[src/fqd_pkg.sv]
// Package: shared types and codes for the FIFO queue with delete.
`timescale 1ns / 1ps

package fqd_pkg;

   localparam int HANDLE_W = 32;
   localparam int COUNT_W  = 5;

   localparam logic [1:0] MODE_ENQ = 2'd0;
   localparam logic [1:0] MODE_DEQ = 2'd1;
   localparam logic [1:0] MODE_DEL = 2'd2;

   localparam logic STATUS_OK  = 1'b0;
   localparam logic STATUS_ERR = 1'b1;

   typedef struct packed {
      logic [1:0]          mode;
      logic [HANDLE_W-1:0] handle_in;
   } req_type;

   typedef struct packed {
      logic                status;
      logic [HANDLE_W-1:0] handle_out;
      logic [COUNT_W-1:0]  count;
   } rsp_type;

   typedef struct packed {
      logic    valid;
      rsp_type rsp;
   } done_type;

   typedef enum logic [2:0] {
      ST_IDLE,
      ST_DISPATCH,
      ST_DEQ_WAIT,
      ST_SCAN,
      ST_SHIFT,
      ST_DONE
   } state_type;

endpackage

[src/fqd_ram.sv]
// Generic simple dual-port RAM: one write port, one registered read port.
`timescale 1ns / 1ps

module fqd_ram #(
   parameter int WIDTH = 32,
   parameter int DEPTH = 16
) (
   input  logic                     clock,
   input  logic                     we,
   input  logic [$clog2(DEPTH)-1:0] waddr,
   input  logic [WIDTH-1:0]         wdata,
   input  logic [$clog2(DEPTH)-1:0] raddr,
   output logic [WIDTH-1:0]         rdata
);

   logic [WIDTH-1:0] mem [DEPTH];
   logic [WIDTH-1:0] rdata_ff;

   always_ff @(posedge clock) begin
      if (we) begin
         mem[waddr] <= wdata;
      end
      rdata_ff <= mem[raddr];
   end

   assign rdata = rdata_ff;

endmodule

[src/fqd_ctrl.sv]
// Sequencer: circular buffer pointers, delete scan and compaction over the slot RAM.
`timescale 1ns / 1ps

module fqd_ctrl #(
   parameter int DEPTH = 16
) (
   input  logic            clock,
   input  logic            reset,
   input  logic            req_valid,
   output logic            req_stall,
   input  fqd_pkg::req_type req_payload,
   input  logic            rsp_free,
   output fqd_pkg::done_type done
);

   import fqd_pkg::*;

   localparam int AW = $clog2(DEPTH);
   localparam int CW = $clog2(DEPTH + 1);
   localparam int SW = AW + 1;
   localparam logic [SW-1:0] DEPTH_S = SW'(DEPTH);
   localparam logic [CW-1:0] DEPTH_C = CW'(DEPTH);
   localparam logic [AW-1:0] LAST_A  = AW'(DEPTH - 1);

   state_type state_ff, state_in;

   logic [1:0]          mode_ff,   mode_in;
   logic [HANDLE_W-1:0] handle_ff, handle_in;
   logic [AW-1:0]       head_ff,   head_in;
   logic [CW-1:0]       count_ff,  count_in;
   logic [CW-1:0]       idx_ff,    idx_in;
   logic [CW-1:0]       widx_ff,   widx_in;
   logic                pend_ff,   pend_in;
   logic                status_ff, status_in;
   logic [HANDLE_W-1:0] hout_ff,   hout_in;

   logic                ram_we;
   logic [AW-1:0]       ram_waddr;
   logic [HANDLE_W-1:0] ram_wdata;
   logic [AW-1:0]       ram_raddr;
   logic [HANDLE_W-1:0] ram_rdata;

   logic                accept;
   logic                enq_ok, deq_ok, del_go;
   logic                scan_hit, idx_more;
   logic [CW+4:0]       count_ext;

   function automatic logic [AW-1:0] phys(input logic [AW-1:0] head,
                                          input logic [CW-1:0] idx);
      logic [SW-1:0] sum;
      sum = SW'(head) + SW'(idx);
      if (sum >= DEPTH_S) begin
         sum = sum - DEPTH_S;
      end
      return sum[AW-1:0];
   endfunction

   fqd_ram #(
      .WIDTH(HANDLE_W),
      .DEPTH(DEPTH)
   ) u_slots (
      .clock (clock),
      .we    (ram_we),
      .waddr (ram_waddr),
      .wdata (ram_wdata),
      .raddr (ram_raddr),
      .rdata (ram_rdata)
   );

   assign req_stall = (state_ff != ST_IDLE);
   assign accept    = req_valid && !req_stall;
   assign enq_ok    = (handle_ff != '0) && (count_ff < DEPTH_C);
   assign deq_ok    = (count_ff != '0);
   assign del_go    = (handle_ff != '0) && (count_ff != '0);
   assign scan_hit  = pend_ff && (ram_rdata == handle_ff);
   assign idx_more  = (idx_ff < count_ff);
   assign count_ext = (CW + 5)'(count_ff);

   // next state
   always_comb begin
      state_in = state_ff;
      unique case (state_ff)
         ST_IDLE: begin
            if (accept) state_in = ST_DISPATCH;
         end
         ST_DISPATCH: begin
            unique case (mode_ff)
               MODE_DEQ: state_in = deq_ok ? ST_DEQ_WAIT : ST_DONE;
               MODE_DEL: state_in = del_go ? ST_SCAN : ST_DONE;
               default:  state_in = ST_DONE;
            endcase
         end
         ST_DEQ_WAIT: state_in = ST_DONE;
         ST_SCAN: begin
            if (scan_hit) state_in = ST_SHIFT;
            else if (!idx_more) state_in = ST_DONE;
         end
         ST_SHIFT: begin
            if (!idx_more && !pend_ff) state_in = ST_DONE;
         end
         ST_DONE: begin
            if (rsp_free) state_in = ST_IDLE;
         end
         default: state_in = ST_IDLE;
      endcase
   end

   // datapath and RAM controls
   always_comb begin
      mode_in   = mode_ff;
      handle_in = handle_ff;
      head_in   = head_ff;
      count_in  = count_ff;
      idx_in    = idx_ff;
      widx_in   = widx_ff;
      pend_in   = pend_ff;
      status_in = status_ff;
      hout_in   = hout_ff;
      ram_we    = 1'b0;
      ram_waddr = phys(head_ff, widx_ff);
      ram_wdata = ram_rdata;
      ram_raddr = phys(head_ff, idx_ff);
      unique case (state_ff)
         ST_IDLE: begin
            if (accept) begin
               mode_in   = req_payload.mode;
               handle_in = req_payload.handle_in;
            end
         end
         ST_DISPATCH: begin
            status_in = STATUS_ERR;
            hout_in   = '0;
            idx_in    = '0;
            pend_in   = 1'b0;
            unique case (mode_ff)
               MODE_ENQ: begin
                  if (enq_ok) begin
                     ram_we    = 1'b1;
                     ram_waddr = phys(head_ff, count_ff);
                     ram_wdata = handle_ff;
                     count_in  = count_ff + CW'(1);
                     status_in = STATUS_OK;
                  end
               end
               MODE_DEQ: ram_raddr = head_ff;
               default: ;
            endcase
         end
         ST_DEQ_WAIT: begin
            hout_in   = ram_rdata;
            head_in   = (head_ff == LAST_A) ? '0 : head_ff + AW'(1);
            count_in  = count_ff - CW'(1);
            status_in = STATUS_OK;
         end
         ST_SCAN: begin
            if (scan_hit) begin
               // matched entry sits at idx - 1; younger entries start at idx
               widx_in = idx_ff - CW'(1);
               pend_in = 1'b0;
            end else if (idx_more) begin
               idx_in  = idx_ff + CW'(1);
               pend_in = 1'b1;
            end else begin
               pend_in = 1'b0;
            end
         end
         ST_SHIFT: begin
            if (pend_ff) begin
               ram_we  = 1'b1;
               widx_in = widx_ff + CW'(1);
            end
            if (idx_more) begin
               idx_in  = idx_ff + CW'(1);
               pend_in = 1'b1;
            end else begin
               pend_in = 1'b0;
               if (!pend_ff) begin
                  count_in  = count_ff - CW'(1);
                  status_in = STATUS_OK;
               end
            end
         end
         default: ;
      endcase
   end

   always_comb begin
      done.valid          = (state_ff == ST_DONE);
      done.rsp.status     = status_ff;
      done.rsp.handle_out = hout_ff;
      done.rsp.count      = count_ext[COUNT_W-1:0];
   end

   always_ff @(posedge clock) begin
      if (reset) begin
         state_ff <= ST_IDLE;
         head_ff  <= '0;
         count_ff <= '0;
         pend_ff  <= 1'b0;
      end else begin
         state_ff <= state_in;
         head_ff  <= head_in;
         count_ff <= count_in;
         pend_ff  <= pend_in;
      end
   end

   always_ff @(posedge clock) begin
      mode_ff   <= mode_in;
      handle_ff <= handle_in;
      idx_ff    <= idx_in;
      widx_ff   <= widx_in;
      status_ff <= status_in;
      hout_ff   <= hout_in;
   end

endmodule

[src/fifo_queue_with_delete.sv]
// Top level: FIFO queue of handles with delete by value, registered response.
//
//   channel | dir | handshake            | payload
//   --------+-----+----------------------+---------------------------------
//   req     | in  | req_valid/req_stall  | req_payload (mode, handle_in)
//   rsp     | out | rsp_valid/rsp_stall  | rsp_payload (status, handle_out, count)
//
// One transaction at a time, set by the sequencer walking the slot RAM one port per cycle.
// Enqueue, and errors found at dispatch, go through dispatch and done; dequeue adds a read wait.
// Delete scans the entries from the head for a match, then shifts the younger entries down
// over it; when the handle is absent the scan runs to the tail and ends in an error.
// Reset clears occupancy and pointers; the slot RAM is not cleared.
// A stalled response holds; the next transaction is taken while it waits.
`timescale 1ns / 1ps

module fifo_queue_with_delete #(
   parameter int DEPTH = 16
) (
   input  logic             clock,
   input  logic             reset,
   input  logic             req_valid,
   output logic             req_stall,
   input  fqd_pkg::req_type req_payload,
   output logic             rsp_valid,
   input  logic             rsp_stall,
   output fqd_pkg::rsp_type rsp_payload
);

   import fqd_pkg::*;

   done_type done;
   logic     rsp_free;
   logic     rsp_valid_ff, rsp_valid_in;
   rsp_type  rsp_ff,       rsp_in;

   fqd_ctrl #(
      .DEPTH(DEPTH)
   ) u_ctrl (
      .clock       (clock),
      .reset       (reset),
      .req_valid   (req_valid),
      .req_stall   (req_stall),
      .req_payload (req_payload),
      .rsp_free    (rsp_free),
      .done        (done)
   );

   assign rsp_free = !rsp_valid_ff || !rsp_stall;

   always_comb begin
      rsp_valid_in = rsp_valid_ff;
      rsp_in       = rsp_ff;
      if (rsp_free) begin
         rsp_valid_in = done.valid;
         if (done.valid) rsp_in = done.rsp;
      end
   end

   always_ff @(posedge clock) begin
      if (reset) begin
         rsp_valid_ff <= 1'b0;
      end else begin
         rsp_valid_ff <= rsp_valid_in;
      end
   end

   always_ff @(posedge clock) begin
      rsp_ff <= rsp_in;
   end

   assign rsp_valid   = rsp_valid_ff;
   assign rsp_payload = rsp_ff;

`ifndef SYNTHESIS
   a_err_no_handle: assert property (@(posedge clock) disable iff (reset)
      rsp_valid && rsp_payload.status == STATUS_ERR |-> rsp_payload.handle_out == '0)
      else $error("error response carries a handle");

   a_busy_after_accept: assert property (@(posedge clock) disable iff (reset)
      req_valid && !req_stall |=> req_stall)
      else $error("request taken while a transaction is in progress");

   a_done_waits: assert property (@(posedge clock) disable iff (reset)
      done.valid && !rsp_free |=> done.valid && $stable(done.rsp))
      else $error("finished transaction lost while response stalled");
`endif

endmodule
[config.mk]
export PLATFORM = sky130hd
export DESIGN_NAME = fifo_queue_with_delete
export DESIGN_NICKNAME = d
export VERILOG_FILES = /design/src/fqd_pkg.sv /design/src/fqd_ram.sv /design/src/fqd_ctrl.sv /design/src/fifo_queue_with_delete.sv
export SDC_FILE = /design/constraint.sdc
export NUM_CORES = 1
export LEC_CHECK = 0
export BUFFER_PORTS_ARGS = -buffer_cell sky130_fd_sc_hd__buf_2
export CAP_MARGIN = 30
export CORE_MARGIN = 2
export CORE_UTILIZATION = 63
export CTS_CLUSTER_SIZE = 24
export DETAILED_ROUTE_END_ITERATION = 7
export PLACE_DENSITY_LB_ADDON = 0.08
export SLEW_MARGIN = 20
export SYNTH_ARGS = -nofsm -noshare
export SYNTH_HDL_FRONTEND = slang
export SYNTH_SLANG_ARGS = --single-unit
[constraint.sdc]
create_clock -name clock -period 7.1 [get_ports clock]
set_input_delay 1.065 -clock clock [delete_from_list [all_inputs] [get_ports clock]]
set_output_delay 1.065 -clock clock [all_outputs]
set_load 0.05 [all_outputs]
==> results of run 1 <==
-- synth_stat cells, types with 31 or more instances --
master,number,area [sq um]
dfxtp_1,46,921
and2_1,35,219
nand2b_1,35,219
buf_2,65,325
nor3_1,135,676
xnor2_1,42,368
nand4_1,42,263
a22oi_1,161,1210
mux2i_1,322,3220
clkbuf_1,78,293
o2111ai_1,35,307
nor4_1,41,257
nor2_1,65,244
mux2_2,156,1760
edfxtp_1,626,18800
mux4_2,31,698
-- stage by stage --
stage / cells / power [mW]
global placement: 2811 / 9.86
floorplan: 2177 / 8.61
global route: 2946 / 14.4
CTS: 2940 / 13.8
detailed placement: 2811 / 9.97
finish: 2946 / 13.9
-- logic make-up after synthesis --
family / after synthesis / synth area share, %
DFF: 672 / 61.8
muxes: 516 / 18.0
and+or+nand+nor: 418 / 7.08
AOI/OAI and AO/OA: 311 / 7.90
buffers and inverters: 178 / 2.51
xor gates and xnor gates: 55 / 1.51
adders and majority gates: 27 / 1.15
-- power breakdown --
part           internal [mW]  switching (mW)
logic                   1.45            2.79
registers               5.36           0.445
clock network           2.38            1.51
-- layout make-up --
type                            instances  area share [%]
Multi-Input combinational cell       1327            32.8
Clock inverter                         32            1.33
Tap cell                              672            2.36
Clock buffer                           97            5.59
Sequential cell                       672            55.3
Inverter                               19           0.200
Timing Repair Buffer                  127            2.42
-- path summary, 6_finish.rpt --
kind	slack, ns	endpoint	start
setup / recovery	2.97	u_ctrl.u_slots.rdata[17]	u_ctrl.mode_ff[1]
hold / removal	0.41	rsp_payload[36]	u_ctrl.hout_ff[31]
setup reg to reg	2.97	u_ctrl.u_slots.rdata[17]	u_ctrl.mode_ff[1]
hold reg to reg	0.41	rsp_payload[36]	u_ctrl.hout_ff[31]
-- flip-flops by register name, summed over array words and instances (netlist names), 4 cells and up --
name,count
u_ctrl.idx_ff,5
u_ctrl.handle_ff,32
u_ctrl.u_slots.mem,512
u_ctrl.head_ff,4
u_ctrl.hout_ff,32
rsp_payload,38
u_ctrl.widx_ff,4
u_ctrl.count_ff,5
u_ctrl.u_slots.rdata,32
-- routing by layer --
| layer | track usage (%) | wire [um] | vias up |
|---|---|---|---|
| met5 | 0 | 0 | - |
| met4 | 13.5 | 3760 | 0 |
| met3 | 7.23 | 9610 | 240 |
| met2 | 51.2 | 39500 | 1232 |
| met1 | 44.5 | 33300 | 10300 |
| li1 | - | - | 8779 |
-- worst max-delay path, cell delays in order (launching register included) --
cell and delay (ns):
edfxtp_1 0.39, inv_1 0.11, ha_1 0.29, nor4bb_4 0.34, buf_4 0.77, a211o_1 0.23
a21o_1 0.12, buf_4 0.51, and2_2 0.43, buf_4 0.56, o22ai_2 0.17
-- cells in the final DEF, fill, tap and decap left out, drive strengths merged, types with 3 or more instances in the layout --
cell and count:
edfxtp 626, mux2i 322, mux2 163, a22oi 161, nor3 135, buf 127
clkbuf 97, nor2 65, dfxtp 46, nand4 42, xnor2 42, nor4 41
o2111ai 35, nand2b 35, and2 35, o22ai 32, mux4 31, nand2 24
ha 23, inv 21, clkinv 18, a21oi 17, nand3 15, xor2 13
bufinv 11, o21ai 9, o32ai 9, o41ai 8, a21o 5, a31oi 5
or2 4, nor2b 4, fa 4, and3 4, a211o 3, a2111oi 3
and4 3
==> run_results.csv, run 1 <==
group,metric,value,unit
run_status,status,"completed",
setup_path,required,7.56,ns
floorplan,die_h,229,um
setup_path,startpoint_type,"register",
timing,slew_headroom,24.1,%
pwr,max-vdd-ir-drop,296,uV
pwr,p_leak,11.6,nW
route,drc,0,
min_path,holdPathStages,0,
grt,grt_use_total,32.6,%
floorplan,die_x,229,um
final_layout,area_growth_syn_to_layout,11.9,%
setup_path,cp_max_fo,72,
cts,cts_buffers,70,
cts,cts_tree,"yes",
cts,cts-htree-levels,3,
timing,setup-tns-final,0,ns
cts,clk_pin_slew,0.06,ns
grt,antenna_found_initial,3,
final_layout,num-fill-cells,3230,
final_layout,final_util,71.3,%
floorplan,placement_rows,82,
grt,grt_pass1_wl,126000,um
placed_design,place.gp.congestion,0.832,
synthesis,ys_types,70,
synthesis,synthArstFlopShare,0,%
placed_design,dp_slack,3.06,ns
floorplan,initial_core_util,63.7,%
synthesis,synth.net_count,2242,
timing,finalHoldViolCount,0,
setup_path,crit_path_end_kind,"register",
final_layout,seq_area,19700,sq um
timing,layout_setup_ws,2.97,ns
synthesis,ys_ff_latch,672,
timing,post-route-period-util,58.2,%
floorplan,dieArea,52500,sq um
synthesis,avgSynthCellArea,14.7,sq um
floorplan,coreArea,50100,sq um
route,ant_nets,0,
final_layout,stdcell_area,35700,sq um
synthesis,netlist_area,31900,sq um
run,cap_violations,0,
final_layout,multi_input_area,11700,sq um
cts,cts_buffer_depth,3,
timing,finalMaxSlewViolations,0,
timing,finClkSkew,0.0197,ns
synthesis,yosys_most_used_dff,"edfxtp_1",
cts,clk_latency,0.61,ns
cts,post_cts.repair.setup_buffers,0,
grt,grt_start_max_net_pins,141,
grt,grt_remaining_overflow,0,
final_layout,insertedDiodeCount,0,
placed_design,dp_hpwl,47700,um
cts,hold_buffers,0,
timing,setup_viol,0,
route,num_vias,20500,
timing,clock.fmax,0.242,GHz
placed_design,port_buffers,77,
grt,grt_pass1_vias,20200,
cts,clock_sinks,672,
timing,tightest_slew,1.14,ns
route,drt-pass1-iter-count,5,
final_layout,final_nets,2282,
cts,ctsResizeCount,0,
setup_path,worst-setup-path-type,"reg -> reg",
timing,min_period,4.13,ns
synthesis,synth_cells,2177,
setup_path,rr_worst_depth,10,
route,post_drt_wl_per_cell,29.2,um
pwr,p_per_area,390,nW/um^2
setup_path,arrival,4.59,ns
synthesis,synth_seq_area_share,61.8,%
placed_design,place_area,33100,sq um
synthesis,synth_edf_count,626,
floorplan,io_pins,78,
timing,rsz0062_at_grt,"false",
cts,root_buffer,"clkbuf_16",
route,vias_per_cell,6.97,
route,drt_iter0_markers,2406,
final_layout,drive_gt1_share,22.0,%
min_path,worst_hold_path_type,"reg -> reg",
timing,timing.hold.ws,0.415,ns
synthesis,synth_warnings,0,
route,wl,86200,um
Note: power is estimated with default switching activity, not from simulation.
==> inputs of run 2 (changes only) <==
--- a/config.mk
+++ b/config.mk
@@ -8,7 +8,7 @@
 export BUFFER_PORTS_ARGS = -buffer_cell sky130_fd_sc_hd__buf_2
 export CAP_MARGIN = 30
 export CORE_MARGIN = 2
-export CORE_UTILIZATION = 63
+export CORE_UTILIZATION = 57
 export CTS_CLUSTER_SIZE = 24
 export DETAILED_ROUTE_END_ITERATION = 7
 export PLACE_DENSITY_LB_ADDON = 0.08
==> constraint.sdc (replaced) <==
create_clock -name clock -period 3.7 [get_ports clock]
set_input_delay 0.555 -clock clock [delete_from_list [all_inputs] [get_ports clock]]
set_output_delay 0.555 -clock clock [all_outputs]
set_load 0.05 [all_outputs]
==> run_results.csv, run 2 (synthesized netlist as in run 1, its figures left out) <==
group,metric,value,unit
timing,setup-tns-final,0,ns
route,ant_nets,0,
route,drt-pass1-iter-count,5,
grt,grt_remaining_overflow,0,
timing,post-route-period-util,87.7,%
setup_path,startpoint_type,"register",
min_path,worst_hold_path_type,"in -> reg",
setup_path,worst-setup-path-type,"reg -> reg",
final_layout,num-fill-cells,3941,
floorplan,io_pins,78,
timing,clock.fmax,0.308,GHz
timing,rsz0062_at_grt,"false",
cts,cts_tree,"yes",
run_status,status,"completed",
final_layout,final_common_cell,"edfxtp_1",
final_layout,final_nets,2323,
cts,clk_latency,0.61,ns
timing,layout_setup_ws,0.456,ns
setup_path,required,3.99,ns
setup_path,cp_max_fo,27,
final_layout,largest_register,"u_ctrl.u_slots.mem",
timing,setup_viol,0,
placed_design,port_buffers,77,
cts,cts_buffers,73,
placed_design,place_area,33800,sq um
cts,post_cts.repair.setup_buffers,0,
timing,timing.hold.ws,0.116,ns
route,drt_iter0_markers,2394,
cts,root_buffer,"clkbuf_16",
placed_design,dp_hpwl,53700,um
pwr,max-vdd-ir-drop,476,uV
floorplan,coreArea,55200,sq um
grt,grt_pass1_wl,128000,um
floorplan,die_x,241,um
pwr,p_per_area,740,nW/um^2
floorplan,initial_core_util,57.8,%
pwr,p_leak,11.9,nW
timing,finalMaxSlewViolations,0,
route,drc,0,
cts,ctsResizeCount,0,
setup_path,cp_slowest_cell,"mux2_2",
cts,hold_buffers,0,
timing,finClkSkew,0.0230,ns
route,post_drt_wl_per_cell,28.4,um
route,vias_per_cell,6.64,
setup_path,crit_chain,"nor4_1 > nand4_1 > o211a_1 > nand2_4 > buf_12 > mux2_2",
cts,cts_buffer_depth,3,
final_layout,mostFrequentLayoutCells,"edfxtp_1, mux2i_1, a22oi_1, mux2_2, nor3_1",
floorplan,die_h,241,um
grt,grt_use_total,30.3,%
grt,antenna_found_initial,5,
final_layout,stdcell_area,36200,sq um
final_layout,area_growth_syn_to_layout,13.4,%
cts,clk_pin_slew,0.06,ns
setup_path,crit_path_end_kind,"register",
setup_path,arrival,3.53,ns
floorplan,dieArea,57900,sq um
timing,finalHoldViolCount,0,
setup_path,reg2reg_setup_slack,0.46,ns
final_layout,drive_gt1_share,23.4,%
floorplan,placement_rows,86,
placed_design,place.gp.congestion,0.879,
route,wl,87100,um
grt,grt_pass1_vias,19900,
cts,clock_sinks,672,
run,cap_violations,0,
setup_path,cpPeakStageDelay,0.51,ns
final_layout,insertedDiodeCount,0,
timing,slew_headroom,12.6,%
cts,cts-htree-levels,3,
route,num_vias,20300,
grt,grt_start_max_net_pins,160,
timing,tightest_slew,1.31,ns
placed_design,dp_slack,0.500,ns
timing,min_period,3.24,ns
final_layout,largest_reg_flops,512,
## run 2: cell count changes in the layout (fill, tap and decap cells not counted), moves of 2 or more
| cell | before | now |
|---|---|---|
| o41ai_4 | 0 | 8 |
| buf_12 | 5 | 18 |
| o41ai_2 | 8 | 0 |
| bufinv_16 | 11 | 4 |
| buf_16 | 2 | 0 |
| buf_4 | 43 | 70 |
| clkbuf_8 | 10 | 7 |
| clkinvlp_4 | 1 | 8 |
| clkinv_4 | 6 | 1 |
| clkinv_2 | 4 | 11 |
| clkbuf_16 | 72 | 76 |
## run 2: layout make-up
cell class	count	area, sq um	area share, %
clock buffer	98	2050	5.68
clock inverter	34	304	0.840
inverter	19	71.3	0.197
multi-input combinational	1327	11800	32.7
sequential	672	19700	54.5
tap	748	936	2.59
timing repair buffer	165	1270	3.51
## run 2: final timing paths
| path | cells after the start | endpoint | from |
|---|---|---|---|
| setup / recovery | 6 | u_ctrl.u_slots.mem[11][3] | u_ctrl.handle_ff[17] |
| hold / removal | 1 | u_ctrl.handle_ff[21] | req_payload[21] |
| setup reg to reg | 6 | u_ctrl.u_slots.mem[11][3] | u_ctrl.handle_ff[17] |
| hold reg to reg | 0 | rsp_payload[12] | u_ctrl.hout_ff[7] |
## run 2: stage by stage
step	cells	util [%]	total power [mW]
2_1_floorplan	2177	-	16.6
3_3_place_gp	2930	61.2	19.4
3_5_place_dp	2930	61.2	19.5
4_1_cts	3062	65.5	26.7
5_1_grt	3063	65.6	27.7
6_report	3063	65.6	26.8
## run 2: critical path: cells and delay by family (launching register included)
kind                   cells  cell delay, ns
buffers and inverters      1            0.28
AND/OR/NAND/NOR            3            1.25
AO/OA/AOI/OAI              1            0.40
flip-flops                 1            0.45
multiplexers               1            0.51
## run 2: power by group
part | switching (mW) | leakage [nW] | internal, mW
Clock | 2.97 | 1.14 | 4.19
Combinational | 5.62 | 4.66 | 2.91
Sequential | 0.798 | 6.07 | 10.3
## run 2: metal layers
layer | share of wire, % | GRT usage [%] | routed length, um
met5 | 0 | 0 | 0
met4 | 3.0 | 10.3 | 2600
met3 | 9.6 | 6.03 | 8330
met2 | 46 | 47.7 | 40000
met1 | 42 | 42.6 | 36200
